## src/rtl/bcpg_pkg.sv

```systemverilog
package bcpg_pkg;

    localparam int COORD_W        = 32;
    localparam int FRAC_W         = 16;
    localparam int IDX_W          = 10;
    localparam int STEPS_W        = 10;
    localparam int T_W            = FRAC_W + 1;
    localparam int POINT_W        = 3 * COORD_W;
    localparam int MAX_POINTS_DEF = 16;
    localparam int STEPS_RESET    = 100;

    // restoring division of (index << 16) by steps, one quotient bit a cycle
    localparam int DIV_STEPS = IDX_W + FRAC_W;
    localparam int DCNT_W    = $clog2(DIV_STEPS);
    // read, difference, product: cycles before the last write of a level lands
    localparam int DRAIN_CYC = 3;

    typedef enum logic [2:0] {
        ST_VALID  = 3'd0,
        ST_LOADED = 3'd1,
        ST_FULL   = 3'd2,
        ST_EMPTY  = 3'd3,
        ST_RANGE  = 3'd4
    } t_status;

    typedef struct packed {
        logic                      kind;
        logic signed [COORD_W-1:0] point_x;
        logic signed [COORD_W-1:0] point_y;
        logic signed [COORD_W-1:0] point_z;
        logic                      first_point;
        logic [IDX_W-1:0]          sample_index;
    } t_in_item;

    typedef struct packed {
        logic signed [COORD_W-1:0] curve_x;
        logic signed [COORD_W-1:0] curve_y;
        logic signed [COORD_W-1:0] curve_z;
        t_status                   status;
    } t_out_item;

    typedef struct packed {
        logic    cp_we;
        logic    div_load;
        logic    div_step;
        logic    rd_en;
        logic    rd_wk;
        logic    pair;
        logic    cap;
        logic    out_load;
        t_status out_status;
    } t_dp_cmd;

    typedef struct packed {
        logic range_err;
    } t_dp_stat;

endpackage

```

## src/rtl/bcpg_ctrl.sv

```systemverilog
module bcpg_ctrl import bcpg_pkg::*; #(
    parameter int MAX_POINTS = MAX_POINTS_DEF
) (
    input  logic                          i_clk,
    input  logic                          i_rst_n,
    input  logic                          i_in_valid,
    input  logic                          i_kind,
    input  logic                          i_first,
    input  logic                          i_out_stall,
    input  t_dp_stat                      i_stat,
    output t_dp_cmd                       o_cmd,
    output logic [$clog2(MAX_POINTS)-1:0] o_cp_waddr,
    output logic [$clog2(MAX_POINTS)-1:0] o_rd_addr,
    output logic                          o_in_stall,
    output logic                          o_out_valid
);

    localparam int ADDR_W = $clog2(MAX_POINTS);
    localparam int CNT_W  = $clog2(MAX_POINTS + 1);

    typedef enum logic [2:0] {
        S_IDLE,
        S_DIV,
        S_LVL_RD,
        S_DRAIN,
        S_FIN_RD,
        S_FIN_WAIT,
        S_OUT
    } t_state;

    t_state              r_state,     n_state;
    logic [CNT_W-1:0]    r_count,     n_count;
    logic [ADDR_W-1:0]   r_lvl,       n_lvl;
    logic [ADDR_W-1:0]   r_addr,      n_addr;
    logic [DCNT_W-1:0]   r_dcnt,      n_dcnt;
    logic                r_wk,        n_wk;
    t_status             r_status,    n_status;
    logic                r_out_valid, n_out_valid;

    logic [CNT_W-1:0]    cnt_eff;
    logic [CNT_W-1:0]    cnt_m1;
    logic                out_free;

    assign cnt_eff  = i_first ? '0 : r_count;
    assign cnt_m1   = r_count - CNT_W'(1);
    assign out_free = !r_out_valid || !i_out_stall;

    always_comb begin
        n_state     = r_state;
        n_count     = r_count;
        n_lvl       = r_lvl;
        n_addr      = r_addr;
        n_dcnt      = r_dcnt;
        n_wk        = r_wk;
        n_status    = r_status;
        n_out_valid = (r_out_valid && !i_out_stall) ? 1'b0 : r_out_valid;
        o_cmd            = '0;
        o_cmd.out_status = r_status;
        o_cp_waddr       = cnt_eff[ADDR_W-1:0];
        o_rd_addr        = r_addr;

        case (r_state)
            S_IDLE: begin
                if (i_in_valid) begin
                    if (!i_kind) begin
                        n_state = S_OUT;
                        if (cnt_eff >= CNT_W'(MAX_POINTS)) begin
                            n_count  = cnt_eff;
                            n_status = ST_FULL;
                        end else begin
                            o_cmd.cp_we = 1'b1;
                            n_count     = cnt_eff + CNT_W'(1);
                            n_status    = ST_LOADED;
                        end
                    end else begin
                        n_wk = 1'b0;
                        if (r_count == '0) begin
                            n_status = ST_EMPTY;
                            n_state  = S_OUT;
                        end else if (i_stat.range_err) begin
                            n_status = ST_RANGE;
                            n_state  = S_OUT;
                        end else begin
                            o_cmd.div_load = 1'b1;
                            n_dcnt         = '0;
                            n_state        = S_DIV;
                        end
                    end
                end
            end
            S_DIV: begin
                o_cmd.div_step = 1'b1;
                n_dcnt         = r_dcnt + DCNT_W'(1);
                if (r_dcnt == DCNT_W'(DIV_STEPS - 1)) begin
                    n_lvl  = cnt_m1[ADDR_W-1:0];
                    n_addr = '0;
                    // a lone point is the curve itself
                    n_state = (r_count == CNT_W'(1)) ? S_FIN_RD : S_LVL_RD;
                end
            end
            S_LVL_RD: begin
                o_cmd.rd_en = 1'b1;
                o_cmd.rd_wk = r_wk;
                o_cmd.pair  = (r_addr != '0);
                if (r_addr == r_lvl) begin
                    n_dcnt  = '0;
                    n_state = S_DRAIN;
                end else begin
                    n_addr = r_addr + ADDR_W'(1);
                end
            end
            S_DRAIN: begin
                n_dcnt = r_dcnt + DCNT_W'(1);
                if (r_dcnt == DCNT_W'(DRAIN_CYC - 1)) begin
                    n_wk   = 1'b1;
                    n_addr = '0;
                    if (r_lvl == ADDR_W'(1)) begin
                        n_state = S_FIN_RD;
                    end else begin
                        n_lvl   = r_lvl - ADDR_W'(1);
                        n_state = S_LVL_RD;
                    end
                end
            end
            S_FIN_RD: begin
                o_cmd.rd_en = 1'b1;
                o_cmd.rd_wk = r_wk;
                o_cmd.cap   = 1'b1;
                o_rd_addr   = '0;
                n_state     = S_FIN_WAIT;
            end
            S_FIN_WAIT: begin
                n_status = ST_VALID;
                n_state  = S_OUT;
            end
            S_OUT: begin
                if (out_free) begin
                    o_cmd.out_load = 1'b1;
                    n_out_valid    = 1'b1;
                    n_state        = S_IDLE;
                end
            end
            default: begin
                n_state = S_IDLE;
            end
        endcase
    end

    always_ff @(posedge i_clk) begin
        if (!i_rst_n) begin
            r_state     <= S_IDLE;
            r_count     <= '0;
            r_lvl       <= '0;
            r_addr      <= '0;
            r_dcnt      <= '0;
            r_wk        <= 1'b0;
            r_status    <= ST_VALID;
            r_out_valid <= 1'b0;
        end else begin
            r_state     <= n_state;
            r_count     <= n_count;
            r_lvl       <= n_lvl;
            r_addr      <= n_addr;
            r_dcnt      <= n_dcnt;
            r_wk        <= n_wk;
            r_status    <= n_status;
            r_out_valid <= n_out_valid;
        end
    end

    assign o_in_stall  = (r_state != S_IDLE);
    assign o_out_valid = r_out_valid;

endmodule

```

## config.mk

```make
export PLATFORM = sky130hd
export DESIGN_NAME = bcpg_ctrl
export DESIGN_NICKNAME = d
export VERILOG_FILES = /design/src/rtl/bcpg_pkg.sv /design/src/rtl/bcpg_ctrl.sv
export SDC_FILE = /design/constraint.sdc
export NUM_CORES = 1
export LEC_CHECK = 0
export BUFFER_PORTS_ARGS = -buffer_cell sky130_fd_sc_hd__clkbuf_2
export CORE_MARGIN = 8
export CORE_UTILIZATION = 40
export DETAILED_ROUTE_END_ITERATION = 10
export SYNTH_ARGS = -nofsm -noshare
export SYNTH_HDL_FRONTEND = slang
export SYNTH_SLANG_ARGS = --single-unit
```

## constraint.sdc

```tcl
create_clock -name i_clk -period 2.25 [get_ports i_clk]
set_clock_uncertainty 0.15 [all_clocks]
set_input_delay 0.225 -clock i_clk [delete_from_list [all_inputs] [get_ports i_clk]]
set_output_delay 0.225 -clock i_clk [all_outputs]
set_load 0.02 [all_outputs]
```

==> results_dict.tcl <==
set metrics [dict create \
    pin_count_of_the_biggest_net_entering_global_routing 16 \
    detail_route.first_pass.iterations 4 \
    finalWirelength_microns 4260 \
    die_height_microns 81.7 \
    post-route-drc-count 0 \
    areaGrowthSynthToFinish_pct 17.5 \
    drt_iter0_drc 80 \
    globalRouteOverflowTotal 0 \
    synth_warnings 0 \
    placeableCoreArea_sq_um 4260 \
    holdCritPathClass "primary input to flop" \
    yosys_most_used_dff "sky130_fd_sc_hd__dfxtp_1" \
    vias 1666 \
    post_drt_via_cell_ratio 5.53 \
    cts-root-to-sink-buffers 2 \
    clkLatencyLatePin_ns 0.28 \
    post_route_cells_drive_above_1_share_pct 20.9 \
    clock_sinks 26 \
    full_die_area_sq_um 6670 \
    via_count_of_the_first_global_routing_pass 1599 \
    maximum_clock_rate_mhz 468 \
    fillerInstances 442 \
    p_leak_nw 0.839 \
    report.final.slew_viol_count 0 \
    routedWlPerCell_microns 14.1 \
    netlist_top_cells_area "sky130_fd_sc_hd__dfxtp_1 30%, sky130_fd_sc_hd__ha_1 8.0%, sky130_fd_sc_hd__nor2_1 6.5%" \
    placement.io_buffers 27 \
    tritoncts "done" \
    post_synthesis_net_count 234 \
    detailedPlacementHpwl_microns 3260 \
    synthDominantCellAreaShare_pct 30.2 \
    layout_common_cells "29 x sky130_fd_sc_hd__nor2_1, 27 x sky130_fd_sc_hd__clkbuf_2, 26 x sky130_fd_sc_hd__dfxtp_1" \
    cts_buffers 3 \
    timing_worst_setup_path_type "flop to flop" \
    design.portCount 28 \
    finalInstanceArea_sq_um 2030 \
    max_cap_violations 0 \
    initial_utilization_pct 40.5 \
    clock-root-buffer "sky130_fd_sc_hd__clkbuf_8" \
    pre_cts_slack_ns 0.122 \
    worst-endpoint-arrival_ns 2.14 \
    placedInstanceArea_sq_um 1960 \
    die_x_microns 81.7 \
    period_minus_slack_ns 2.14 \
    ir_drop_v 0.000453 \
    final.period_utilization_pct 94.9 \
    route.antenna.remaining_nets 0 \
    post_cts_hold_buffers 0 \
    power_per_cell_area_nw_per_um2 901 \
    number_of_synthesized_flops_with_an_enable_pin 0 \
    synth.distinct_cells 54 \
    yosys_register_bits 26 \
    timing.critical_path.to_type "flop" \
    antenna_cells_inserted 0 \
    hold_viol_final 0 \
    outcome "completed" \
    antenna_violations_before_repair 0 \
    clk_pin_slew_worst_paths_ns 0.10 \
    mostFrequentLayoutCell "sky130_fd_sc_hd__nor2_1" \
    hold_ws_ns 0.0593 \
    totalPowerFinal_mw 1.83 \
    critPathRequiredTime_ns 2.26 \
    finalWeightedCongestion 0.767 \
    crit_fanout 5 \
    htree_levels 1 \
    max_slew_margin_pct 63.4 \
    post_route_worst_setup_slack_ns 0.114 \
    asr_flop_ratio_synth_pct 0 \
    fp-row-count 24 \
    grt_usage_pct 13.3 \
    global_route_wire_length_before_repair_microns 7310 \
    number_of_nets_in_the_final_layout 268 \
    timing.critical_path.from_type "flop" \
    worst_slew_pin_slew_ns 0.548 \
    avgSynthCellArea_sq_um 7.99 \
    mappedNetlistArea_sq_um 1730 \
    setup_viol_count_final 0 \
    rsz0062_at_grt "false" \
    synth_seq_area_share_pct 30.2 \
    synth_cells 216 \
    tns_ns 0 \
    synth_largest_area_cell "sky130_fd_sc_hd__dfxtp_1" \
]
## synthesized netlist by cell type, types with 2 or more instances
master / number
sky130_fd_sc_hd__nor2_1: 30
sky130_fd_sc_hd__dfxtp_1: 26
sky130_fd_sc_hd__nand2_1: 16
sky130_fd_sc_hd__a21oi_1: 15
sky130_fd_sc_hd__inv_1: 14
sky130_fd_sc_hd__ha_1: 11
sky130_fd_sc_hd__nor3_1: 7
sky130_fd_sc_hd__o21ai_0: 7
sky130_fd_sc_hd__xor2_1: 7
sky130_fd_sc_hd__clkbuf_1: 5
sky130_fd_sc_hd__mux2i_1: 5
sky130_fd_sc_hd__nand3_1: 5
sky130_fd_sc_hd__nor2b_1: 5
sky130_fd_sc_hd__nand2b_1: 4
sky130_fd_sc_hd__or3_1: 4
sky130_fd_sc_hd__buf_2: 3
sky130_fd_sc_hd__nor3b_1: 3
sky130_fd_sc_hd__a22oi_1: 2
sky130_fd_sc_hd__a31o_2: 2
sky130_fd_sc_hd__a31oi_1: 2
sky130_fd_sc_hd__a32oi_1: 2
sky130_fd_sc_hd__and3_1: 2
sky130_fd_sc_hd__nand4_1: 2
sky130_fd_sc_hd__o211ai_1: 2
sky130_fd_sc_hd__o21a_1: 2
sky130_fd_sc_hd__o32ai_1: 2
sky130_fd_sc_hd__or3b_2: 2
sky130_fd_sc_hd__or4b_4: 2
sky130_fd_sc_hd__xnor2_1: 2
## power by group
part / internal [mW] / switching, mW
Combinational: 0.364 / 0.526
Sequential: 0.521 / 0.0985
Clock: 0.157 / 0.160
Total: 1.04 / 0.784
## cells by family after synthesis
family	after synthesis	share of synthesized area (%)
AO/OA/AOI/OAI	53	21.3
flip-flops	26	30.2
adder cells (fa/ha/maj)	11	7.98
multiplexers	5	2.90
buffers and inverters	23	5.66
XOR/XNOR	9	4.57
AND/OR/NAND/NOR	89	27.4
## worst max-delay path, cell delays in order (launching register included)
cell and delay, ns:
sky130_fd_sc_hd__dfxtp_1 0.42, sky130_fd_sc_hd__ha_1 0.18, sky130_fd_sc_hd__or3b_2 0.46, sky130_fd_sc_hd__o22ai_2 0.22, sky130_fd_sc_hd__nor2_1 0.11, sky130_fd_sc_hd__o311ai_0 0.36
sky130_fd_sc_hd__o41ai_1 0.13
## layer usage
layer / global-route usage (%) / part of all wire (%) / up-vias
met5: 0 / 0 / -
met4: 3.86 / 1.4 / 0
met3: 1.64 / 5.6 / 7
met2: 22.1 / 45 / 60
met1: 17.7 / 48 / 760
li1: - / - / 839
## layout make-up
type	count	area [sq um]	share of cell area [%]
inverter	14	52.6	2.59
tap	52	65.1	3.21
sequential	26	520	25.7
multi-input combinational	167	1120	55.1
timing repair buffer	38	218	10.7
clock buffer	4	55.1	2.72
## path summary, 6_finish.rpt
path                                    end  slack (ns)         from  depth (start not counted)
worst min-delay path            o_out_valid        0.06  i_out_stall                          3
worst max-delay path             r_state[1]        0.11    r_dcnt[1]                          6
worst min register to register  r_status[0]        0.32  r_status[0]                          2
worst max register to register   r_state[1]        0.11    r_dcnt[1]                          6
## per-stage QoR
stage                     util (%)  cells
after floorplan                  -    216
after global placement        46.0    297
after detailed placement      46.0    297
after CTS                     47.3    301
after global routing          47.5    301
final                         47.5    301
## state kept, by name (all words and copies together) (netlist names)
signal / cells
r_addr: 4
r_wk: 1
r_status: 3
r_count: 5
o_out_valid: 1
r_state: 3
r_lvl: 4
r_dcnt: 5
## repair_timing
| action | 4_1_cts | 5_1_grt |
|---|---|---|
| setup buffers | 0 | 0 |
| setup endpoints to repair | 0 | 4 |
| gates resized for setup | 0 | 2 |
Power figures use the tool's default switching activity.
